$ cat src/hdl/cdma_pkg.sv
// Shared constants and types for the clap detector (moving average threshold).
// No dependencies; the interfaces, the detector and the bench import this package.
`timescale 1ns / 1ps

package cdma_pkg;

	// ring geometry
	localparam int WINDOW = 50;
	localparam int SLOT_W = (WINDOW > 1) ? $clog2(WINDOW) : 1;
	localparam int CNT_W  = $clog2(WINDOW + 1);

	// field widths
	localparam int LEVEL_W    = 12;
	localparam int TIME_W     = 32;
	localparam int DIFF_W     = 12;
	localparam int INTERVAL_W = 16;
	localparam int CFG_IDX_W  = 2;
	localparam int CFG_DATA_W = 16;

	// arithmetic widths: sum of the window, products of a 12-bit value and the fill count
	localparam int SUM_W  = LEVEL_W + CNT_W;
	localparam int PROD_W = LEVEL_W + CNT_W;
	localparam int RHS_W  = SUM_W + 1;

	localparam logic [SLOT_W-1:0] SLOT_LAST = SLOT_W'(WINDOW - 1);
	localparam logic [CNT_W-1:0]  CNT_FULL  = CNT_W'(WINDOW);

	// configuration register reset values
	localparam logic [DIFF_W-1:0]     LOUD_DIFF_RST    = DIFF_W'(160);
	localparam logic [INTERVAL_W-1:0] INTERVAL_MIN_RST = INTERVAL_W'(100);
	localparam logic [INTERVAL_W-1:0] INTERVAL_MAX_RST = INTERVAL_W'(1000);

	// configuration register indexes
	typedef enum logic [CFG_IDX_W-1:0] {
		REG_LOUD_DIFF    = 2'd0,
		REG_INTERVAL_MIN = 2'd1,
		REG_INTERVAL_MAX = 2'd2
	} cfg_reg_t;

endpackage

$ cat src/hdl/cdma_ifs.sv
// Channel interfaces of the clap detector: sample in, result out, configuration write.
// Depends on cdma_pkg.
`timescale 1ns / 1ps

interface sample_if import cdma_pkg::*; ();
	logic               valid;
	logic               ready;
	logic               mode;
	logic [LEVEL_W-1:0] level;
	logic [TIME_W-1:0]  time_ms;

	modport source (output valid, output mode, output level, output time_ms, input ready);
	modport sink (input valid, input mode, input level, input time_ms, output ready);
endinterface

interface result_if ();
	logic valid;
	logic ready;
	logic loud;
	logic clap;

	modport source (output valid, output loud, output clap, input ready);
	modport sink (input valid, input loud, input clap, output ready);
endinterface

interface cfg_if import cdma_pkg::*; ();
	logic                  valid;
	logic                  ready;
	logic [CFG_IDX_W-1:0]  index;
	logic [CFG_DATA_W-1:0] data;

	modport source (output valid, output index, output data, input ready);
	modport sink (input valid, input index, input data, output ready);
endinterface

$ cat src/hdl/cdma_ram.sv
// Generic single-port-write, single-port-read RAM with registered read data.
// No dependencies.
`timescale 1ns / 1ps

module cdma_ram #(
	parameter int WIDTH = 8,
	parameter int DEPTH = 16
) (
	input  logic                                      clk,
	input  logic                                      we,
	input  logic [((DEPTH > 1) ? $clog2(DEPTH) : 1)-1:0] waddr,
	input  logic [WIDTH-1:0]                          wdata,
	input  logic                                      re,
	input  logic [((DEPTH > 1) ? $clog2(DEPTH) : 1)-1:0] raddr,
	output logic [WIDTH-1:0]                          rdata
);

	logic [WIDTH-1:0] mem_q [DEPTH];
	logic [WIDTH-1:0] rdata_q;

	// write port
	always_ff @(posedge clk) begin
		if (we) begin
			mem_q[waddr] <= wdata;
		end
	end

	// registered read port, holds between reads
	always_ff @(posedge clk) begin
		if (re) begin
			rdata_q <= mem_q[raddr];
		end
	end

	assign rdata = rdata_q;

endmodule

$ cat src/hdl/clap_detector_moving_average.sv
// A sample passes through stage 1, where the ring memory read of the evicted entry comes
// ahead of the sum update, and then the result register before its result is presented.
// Throughput: one sample per cycle while results are taken; a held result stalls input only
// once stage 1 is full.
// Reset (arst_n low): sum, fill count, slot and loud history clear, registers take defaults;
// the ring memory is not cleared and its read data is used only once every entry has been written.
// Depends on cdma_pkg, cdma_ifs and cdma_ram.
`timescale 1ns / 1ps

module clap_detector_moving_average import cdma_pkg::*; (
	input  logic    clk,
	input  logic    arst_n,
	sample_if.sink  sample,
	result_if.source result,
	cfg_if.sink     cfg
);

	// configuration registers
	logic [DIFF_W-1:0]     loud_diff_q;
	logic [INTERVAL_W-1:0] interval_min_q;
	logic [INTERVAL_W-1:0] interval_max_q;

	// window state
	logic [SLOT_W-1:0] slot_q;
	logic [CNT_W-1:0]  fill_q;
	logic [SUM_W-1:0]  sum_q;
	logic [TIME_W-1:0] last_loud_q;
	logic              have_last_q;

	// stage 1
	logic               valid_s1;
	logic               mode_s1;
	logic [LEVEL_W-1:0] level_s1;
	logic [TIME_W-1:0]  time_s1;
	logic [SLOT_W-1:0]  slot_s1;
	logic               fwd_s1;
	logic [LEVEL_W-1:0] fwd_level_s1;

	// result register
	logic res_valid_q;
	logic loud_q;
	logic clap_q;

	logic               accept;
	logic               fire;
	logic [LEVEL_W-1:0] ram_rdata;
	logic [LEVEL_W-1:0] evict;
	logic               full;
	logic [PROD_W-1:0]  lhs;
	logic [PROD_W-1:0]  diff_prod;
	logic [RHS_W-1:0]   rhs;
	logic               loud;
	logic [TIME_W-1:0]  gap;
	logic               clap;
	logic [SUM_W-1:0]   sum_next;

	// handshakes
	assign accept       = sample.valid && sample.ready;
	assign fire         = valid_s1 && (!res_valid_q || result.ready);
	assign sample.ready = !valid_s1 || fire;
	assign cfg.ready    = 1'b1;

	// configuration writes
	always_ff @(posedge clk or negedge arst_n) begin
		if (!arst_n) begin
			loud_diff_q    <= LOUD_DIFF_RST;
			interval_min_q <= INTERVAL_MIN_RST;
			interval_max_q <= INTERVAL_MAX_RST;
		end else if (cfg.valid) begin
			case (cfg.index)
				REG_LOUD_DIFF:    loud_diff_q    <= cfg.data[DIFF_W-1:0];
				REG_INTERVAL_MIN: interval_min_q <= cfg.data[INTERVAL_W-1:0];
				REG_INTERVAL_MAX: interval_max_q <= cfg.data[INTERVAL_W-1:0];
				default: ;
			endcase
		end
	end

	// level ring: read the slot to evict on transfer, write the new level when stage 1 retires
	cdma_ram #(
		.WIDTH(LEVEL_W),
		.DEPTH(WINDOW)
	) u_ring (
		.clk   (clk),
		.we    (fire),
		.waddr (slot_s1),
		.wdata (level_s1),
		.re    (accept),
		.raddr (slot_q),
		.rdata (ram_rdata)
	);

	// write slot advances on each transfer
	always_ff @(posedge clk or negedge arst_n) begin
		if (!arst_n) begin
			slot_q <= '0;
		end else if (accept) begin
			slot_q <= (slot_q == SLOT_LAST) ? '0 : slot_q + SLOT_W'(1);
		end
	end

	// stage 1 valid
	always_ff @(posedge clk or negedge arst_n) begin
		if (!arst_n) begin
			valid_s1 <= 1'b0;
		end else if (accept) begin
			valid_s1 <= 1'b1;
		end else if (fire) begin
			valid_s1 <= 1'b0;
		end
	end

	// stage 1 payload, with forwarding when the read hits the slot written in the same cycle
	always_ff @(posedge clk) begin
		if (accept) begin
			mode_s1      <= sample.mode;
			level_s1     <= sample.level;
			time_s1      <= sample.time_ms;
			slot_s1      <= slot_q;
			fwd_s1       <= fire && (slot_s1 == slot_q);
			fwd_level_s1 <= level_s1;
		end
	end

	// loud test: level*n > sum + diff*n
	assign evict     = fwd_s1 ? fwd_level_s1 : ram_rdata;
	assign full      = (fill_q == CNT_FULL);
	assign lhs       = PROD_W'(level_s1) * PROD_W'(fill_q);
	assign diff_prod = PROD_W'(loud_diff_q) * PROD_W'(fill_q);
	assign rhs       = RHS_W'(sum_q) + RHS_W'(diff_prod);
	assign loud      = mode_s1 && (fill_q != '0) && (RHS_W'(lhs) > rhs);

	// gap since previous loud sample, modulo 2^32
	assign gap  = time_s1 - last_loud_q;
	assign clap = loud && have_last_q
		&& (gap >= TIME_W'(interval_min_q)) && (gap <= TIME_W'(interval_max_q));

	// running sum: drop the evicted level once the window is full
	assign sum_next = sum_q - (full ? SUM_W'(evict) : '0) + SUM_W'(level_s1);

	// window state update on retire
	always_ff @(posedge clk or negedge arst_n) begin
		if (!arst_n) begin
			fill_q      <= '0;
			sum_q       <= '0;
			last_loud_q <= '0;
			have_last_q <= 1'b0;
		end else if (fire) begin
			sum_q <= sum_next;
			if (!full) begin
				fill_q <= fill_q + CNT_W'(1);
			end
			if (loud) begin
				last_loud_q <= time_s1;
				have_last_q <= 1'b1;
			end
		end
	end

	// result register
	always_ff @(posedge clk or negedge arst_n) begin
		if (!arst_n) begin
			res_valid_q <= 1'b0;
		end else if (fire) begin
			res_valid_q <= 1'b1;
		end else if (result.ready) begin
			res_valid_q <= 1'b0;
		end
	end

	always_ff @(posedge clk) begin
		if (fire) begin
			loud_q <= loud;
			clap_q <= clap;
		end
	end

	assign result.valid = res_valid_q;
	assign result.loud  = loud_q;
	assign result.clap  = clap_q;

endmodule

$ cat src/flat_wrapper.sv
// flat-port wrapper written by rule: the top's interface ports become plain ports
module clap_detector_moving_average_flat import cdma_pkg::*;
  (clk, arst_n, sample_valid, sample_mode, sample_level, sample_time_ms, sample_ready, result_valid, result_loud, result_clap, result_ready, cfg_valid, cfg_index, cfg_data, cfg_ready);
  sample_if sample_i ();
  result_if result_i ();
  cfg_if cfg_i ();
  input  logic clk;
  input  logic arst_n;
  input wire logic [$bits(sample_i.valid)-1:0] sample_valid;
  input wire logic [$bits(sample_i.mode)-1:0] sample_mode;
  input wire logic [$bits(sample_i.level)-1:0] sample_level;
  input wire logic [$bits(sample_i.time_ms)-1:0] sample_time_ms;
  output wire logic [$bits(sample_i.ready)-1:0] sample_ready;
  output wire logic [$bits(result_i.valid)-1:0] result_valid;
  output wire logic [$bits(result_i.loud)-1:0] result_loud;
  output wire logic [$bits(result_i.clap)-1:0] result_clap;
  input wire logic [$bits(result_i.ready)-1:0] result_ready;
  input wire logic [$bits(cfg_i.valid)-1:0] cfg_valid;
  input wire logic [$bits(cfg_i.index)-1:0] cfg_index;
  input wire logic [$bits(cfg_i.data)-1:0] cfg_data;
  output wire logic [$bits(cfg_i.ready)-1:0] cfg_ready;
  assign sample_i.valid = sample_valid;
  assign sample_i.mode = sample_mode;
  assign sample_i.level = sample_level;
  assign sample_i.time_ms = sample_time_ms;
  assign sample_ready = sample_i.ready;
  assign result_valid = result_i.valid;
  assign result_loud = result_i.loud;
  assign result_clap = result_i.clap;
  assign result_i.ready = result_ready;
  assign cfg_i.valid = cfg_valid;
  assign cfg_i.index = cfg_index;
  assign cfg_i.data = cfg_data;
  assign cfg_ready = cfg_i.ready;
  clap_detector_moving_average u_core (.clk(clk), .arst_n(arst_n), .sample(sample_i), .result(result_i), .cfg(cfg_i));
endmodule
$ cat config.mk
export PLATFORM = sky130hd
export DESIGN_NAME = clap_detector_moving_average_flat
export DESIGN_NICKNAME = d
export VERILOG_FILES = /design/src/hdl/cdma_pkg.sv /design/src/hdl/cdma_ifs.sv /design/src/hdl/cdma_ram.sv /design/src/hdl/clap_detector_moving_average.sv /design/src/flat_wrapper.sv
export SDC_FILE = /design/constraint.sdc
export NUM_CORES = 1
export LEC_CHECK = 0
export BUFFER_PORTS_ARGS = -buffer_cell sky130_fd_sc_hd__buf_2
export CAP_MARGIN = 20
export CORE_MARGIN = 1
export CORE_UTILIZATION = 30
export DETAILED_ROUTE_END_ITERATION = 7
export PLACE_DENSITY = 0.48
export SLEW_MARGIN = 20
export SYNTH_ARGS = -nofsm -noshare
export SYNTH_HDL_FRONTEND = slang
export SYNTH_HIERARCHICAL = 1
export SYNTH_SLANG_ARGS = --single-unit
export TNS_END_PERCENT = 1
$ cat constraint.sdc
create_clock -name clk -period 14.3 [get_ports clk]
set_clock_uncertainty 0.1 [all_clocks]
set_input_delay 2.145 -clock clk [delete_from_list [all_inputs] [get_ports clk]]
set_output_delay 2.145 -clock clk [all_outputs]
set_load 0.01 [all_outputs]
After elaboration in Yosys (flattened, before gate mapping)
Memories as Yosys holds them, arrays and structs flattened. A register that Yosys moved wholly into a read port is not among the register bits.
Cells that the tools add are included.
Storage, ports and cells
  register bits after elaboration: 175
  bits in writable memories: 600
  output and inout bits: 5
  logic and storage cells: 66
  memories: 1
Operators by class
  $add $sub $neg: 6
  $mul: 2
  $lt $le $gt $ge: 3
  equality and inequality tests: 5
  mux-type cells: 9
  bitwise operators: 1
  reduce and logical (&&, ||, !) cells: 21
Memories
  u_core.u_ring.mem_q: depth 50, bits a word 12, read ports 1, clocked after memory_dff 1, wr ports 1, line cdma_ram.sv:18  | logic [WIDTH-1:0] mem_q [DEPTH];
Operators by type and width (number)
  $mul A12 B6 Y18: 2
  $ge A32 B16 Y1: 1
  $le A32 B16 Y1: 1
  $sub A32 B32 Y32: 1
  $mux W12: 2
  $add A18 B18 Y19: 1
  $gt A18 B19 Y1: 1
  $add A18 B12 Y18: 1
  $sub A18 B18 Y18: 1
  $add A6 B1 Y6 const B: 2
  $eq A6 B6 Y1 const B: 2
  $reduce_and A2 Y1: 5
  $logic_and A1 B1 Y1: 8
  $eq A6 B6 Y1: 1
  $mux W1: 6
  $mux W6: 1
  $reduce_bool A6 Y1: 1
  $reduce_bool A2 Y1: 2
  $eq A2 B1 Y1 const B: 1
  $eq A2 B2 Y1 const B: 1
  $logic_not A1 Y1: 2
  $logic_not A2 Y1: 1
  $logic_or A1 B1 Y1: 2
  $not A1 Y1: 1

Longest topological paths before layout
  depth after elaboration: 7
  depth in mapped cells: 30
  mapped depth without buffers: 27

Modules after synthesis
Netlist, hierarchy kept.
By module, submodules not included
  cdma_ram: instances 1, cells each 1275, area an instance 24019.3 um^2, seq. area each 18377.6 um^2
  clap_detector_moving_average: instances 1, cells each 1568, area an instance 15359.7 um^2, seq. area each 4723.3 um^2

Worst setup path before layout
OpenSTA, ideal clock, no wires.
  kind: register -> register
  start point: reg u_core.level_s1[4]
  end point: reg u_core.last_loud_q[22]
  data arrival time: 6.508 ns
  slack: 7.567 ns
  cell stages (with the launch flop): 27
  path buffers: 1
  clock period less this slack: 6.733 ns
  cell sequence: edfxtp_1 > inv_1 > nor2_1 > fa_1 > inv_1 > fa_1 > fa_1 > inv_1 > ha_1 > nor2b_1 > o21ai_0 > a21boi_0 > o21ai_0 > a21boi_0 > o2111ai_1 > nand3_1 > or4_1 > and3_1 > a211oi_1 > ha_1 > nand3_1 > nor3_1 > a21oi_1 > o21ai_0 > nor3_2 > clkbuf_1 > mux2_2
Between the ends
  word-level cells in the longest chain between the ends: 4
Ends and longest elaborated chain
  from (decl): line clap_detector_moving_average.sv:33  | logic [LEVEL_W-1:0] level_s1;
  from (signal assigned): line clap_detector_moving_average.sv:117  | level_s1 <= sample.level;
  $mul A12 B6 Y18: line clap_detector_moving_average.sv:128  | assign lhs = PROD_W'(level_s1) * PROD_W'(fill_q);
  $gt A18 B19 Y1: line clap_detector_moving_average.sv:131  | assign loud = mode_s1 && (fill_q != '0) && (RHS_W'(lhs) > rhs);
  $logic_and A1 B1 Y1: line clap_detector_moving_average.sv:131
  $reduce_and A2 Y1 (no source line)
  to (signal assigned): line clap_detector_moving_average.sv:154  | last_loud_q <= time_s1;
  to (decl): line clap_detector_moving_average.sv:27  | logic [TIME_W-1:0] last_loud_q;
No other way between the ends.
A chain may end at the register's enable or synchronous reset.

Worst setup path after layout
  start point: reg u_core.fill_q[0]
  end point: reg u_core.last_loud_q[27]
Between the ends
  word-level cells in the longest chain between the ends: 5
Ends and longest elaborated chain
  from (decl): line clap_detector_moving_average.sv:25  | logic [CNT_W-1:0] fill_q;
  from (signal assigned): line clap_detector_moving_average.sv:151  | fill_q <= fill_q + CNT_W'(1);
  $mul A12 B6 Y18: line clap_detector_moving_average.sv:129  | assign diff_prod = PROD_W'(loud_diff_q) * PROD_W'(fill_q);
  $add A18 B18 Y19: line clap_detector_moving_average.sv:130  | assign rhs = RHS_W'(sum_q) + RHS_W'(diff_prod);
  $gt A18 B19 Y1: line clap_detector_moving_average.sv:131
  $logic_and A1 B1 Y1 *: line clap_detector_moving_average.sv:131
  $reduce_and A2 Y1 (no source line) *
Mark *: on every way between the ends. The rest lies on a longest branch, timed or not.

==> metrics.yaml <==
grt_overflow_total: 0
routedWlPerCell_um: 20.5
n_fill_cell: 12777
endpoint_kind: "flop"
io_pins: 73
critPathLaunchType: "flop"
grt_use_total: 0.149
ir_worst_vdd_uv: 271
cts-resized-gates: 0
dp_hpwl_mm: 65.4
max_cap_violations: 0
crit_path_max_fanout: 33
synth-async-reset-ratio: 0.139
placementRows: 132
cts.clk_slew.worst_paths_ps: 60
grt_pass1_wl_mm: 149
period_share: 0.518
die_height_um: 364
cts_tree: "built"
firstDrtPassIters: 5
ys_warn_count: 6
multi_input_area_um2: 14700
intPower_mw: 6.23
clk_latency_ps: 680
post_cts_buffers: 0
synth_edf_count: 678
cp.required_ps: 14740
status: "finished, final reports clean"
routabilityCongestion: 0.807
drive_gt1_frac: 0.143
syn_nets: 3185
hold_buffers: 0
post-route-drc-count: 0
area_growth_pct: 13.4
io_buffers: 71
clockPowerShare: 0.207
ant_nets: 0
regArea_um2: 23100
synth_ff_type: "edfxtp_1"
dp.cells: 4629
antenna_found_initial: 3
die_x_um: 364
p_per_area_nw_per_um2: 232
totalWireLength_mm: 98.0
cts_buffers: 85
start_util: 0.303
most-common-layout-cells: "678 x edfxtp_1, 268 x inv_1, 243 x mux2i_1"
core_area_um2: 130000
finalSetupViolations: 0
power_frac_seq: 0.274
rsz0062_at_grt: "no"
fmax_mhz: 135
max_slew_margin: 0.228
worstHoldPathType: "flop to flop"
routed_via_density: 4.72
drt_first_iter_violations: 1394
fin_crit_ps: 7400
grt_max_degree: 71
hold_viol_final: 0
root_buffer: "clkbuf_16"
synth_cell_type_count: 79
finish.utilization: 0.344
power.total_mw: 10.4
netlist_area_um2: 39400
clock_sinks: 787
slew_violations: 0
seq_area_frac_synth: 0.587
htreeDepth: 3
synth_cells: 2843
dieArea_um2: 133000
yosys_register_bits: 787
vias: 22592
switchingPower_mw: 4.15
swShare: 0.400
combPwrFrac: 0.519
final_common_cell: "edfxtp_1"
grt_pass1_vias: 23174
fin_tns_setup_ps: 0
avgSynthCellArea_um2: 13.9
layout.nets: 3316
leakage_nw: 16.9
crit_type: "flop to flop"
fin_cells: 4784
cts_buffer_depth: 3
arrival_ps: 7840
tightestPinTransition_ps: 1160
[cells in the mapped netlist (all sizes together) (24+ instances only)]
cell | instances | share of area
edfxtp | 678 | 0.52
a21oi | 78 | 0.0099
a31oi | 24 | 0.0038
o21ai | 68 | 0.0086
nor3 | 51 | 0.0066
fa | 110 | 0.056
inv | 270 | 0.026
mux2i | 243 | 0.062
nand2 | 158 | 0.015
nand3 | 39 | 0.0050
buf | 58 | 0.011
a22oi | 57 | 0.011
mux4 | 40 | 0.023
mux2 | 83 | 0.024
dfrtp | 98 | 0.062
and2 | 87 | 0.014
ha | 164 | 0.052
nor2 | 134 | 0.013
clkbuf | 50 | 0.0048
xnor2 | 49 | 0.011
a21o | 28 | 0.0054
a22o | 40 | 0.0089
[routing by layer]
| layer | share of wire | track usage |
|---|---|---|
| met2 | 0.47 | 0.247 |
| met4 | 0.022 | 0.0375 |
| met3 | 0.035 | 0.0241 |
| met1 | 0.47 | 0.203 |
| met5 | 0 | 0 |
[logic make-up after synthesis]
group	count (synthesis)	synth area share
xor+xnor	70	0.0156
fa+ha+maj	274	0.108
simple gates	584	0.0731
mux	366	0.108
buf+inv	378	0.0415
other cells	1	0.0000952
flops	787	0.587
compound gates	383	0.0667
[power groups by stage]
stage	sequential, mW	clock, mW	combinational (mW)
finish	2.85	2.15	5.38
global route	2.88	2.31	6.13
CTS	2.85	2.22	5.48
detailed placement	2.90	0	5.43
global placement	2.90	0	5.42
floorplan	2.81	0	4.20
[through the flow]
step / worst slack [ps] / hold WS, ps / cell area [um2]
after global placement: 6890 / 348 / 42000
after detailed placement: 6780 / 347 / 42000
after floorplan: 7570 / 332 / 39400
after CTS: 6780 / 363 / 44700
final: 6900 / 357 / 44700
after global routing: 6340 / 383 / 44700
[path summary, 6_finish.rpt]
check	slack (ps)	startpoint	cells past startpoint	to
min	360	u_core/have_last_q$_DFFE_PN0P_	1	u_core/have_last_q$_DFFE_PN0P_
min in group asynchronous	1470	arst_n	1	u_core/interval_min_q[13]$_DFFE_PN0P_
max reg2reg	6900	u_core/fill_q[0]$_DFFE_PN0P_	26	u_core/last_loud_q[27]$_DFFE_PN0P_
max	6900	u_core/fill_q[0]$_DFFE_PN0P_	26	u_core/last_loud_q[27]$_DFFE_PN0P_
min reg2reg	360	u_core/have_last_q$_DFFE_PN0P_	1	u_core/have_last_q$_DFFE_PN0P_
max in group asynchronous	11140	arst_n	2	u_core/slot_q[0]$_DFFE_PN0P_
[layout make-up]
cell class | count | share of cell area
Antenna cell | 1 | 0.0000560
Timing Repair Buffer | 152 | 0.0216
Tap cell | 1742 | 0.0488
Inverter | 270 | 0.0227
Clock inverter | 49 | 0.0110
Sequential cell | 787 | 0.517
Multi-Input combinational cell | 1678 | 0.329
Clock buffer | 105 | 0.0498
[critical path, cell delays in order (launching register included)]
cell and delay [ps]:
dfrtp_1 890, inv_1 290, nor2_1 230, fa_1 410, inv_1 100, fa_1 410, fa_1 490, inv_1 40
ha_1 300, nor2b_1 140, o21ai_0 190, a21boi_0 140, o21ai_0 220, a21boi_0 180, o2111ai_1 220, nand3_1 110
or4_1 420, and3_1 160, a211oi_1 180, ha_1 280, nand3_1 140, nor3_1 70, a21oi_1 140, o21ai_0 310
nor3_4 250, buf_4 430, mux2_2 390
[registers in the layout, indices dropped and copies added, names as in the netlist]
name	cells
u_core/have_last_q	1
u_core/valid_s1	1
u_core/fwd_level_s1	12
u_core/fwd_s1	1
u_core/fill_q	6
u_core/slot_s1	6
u_core/mode_s1	1
u_core/sum_q	18
u_core/interval_max_q	16
u_core/interval_min_q	16
u_core/u_ring/rdata	12
u_core/slot_q	6
u_core/loud_diff_q	12
u_core/time_s1	32
u_core/u_ring/mem_q	600
u_core/result.valid	1
u_core/result.clap	1
u_core/last_loud_q	32
u_core/level_s1	12
u_core/result.loud	1
(Power assumes the default switching activity.)
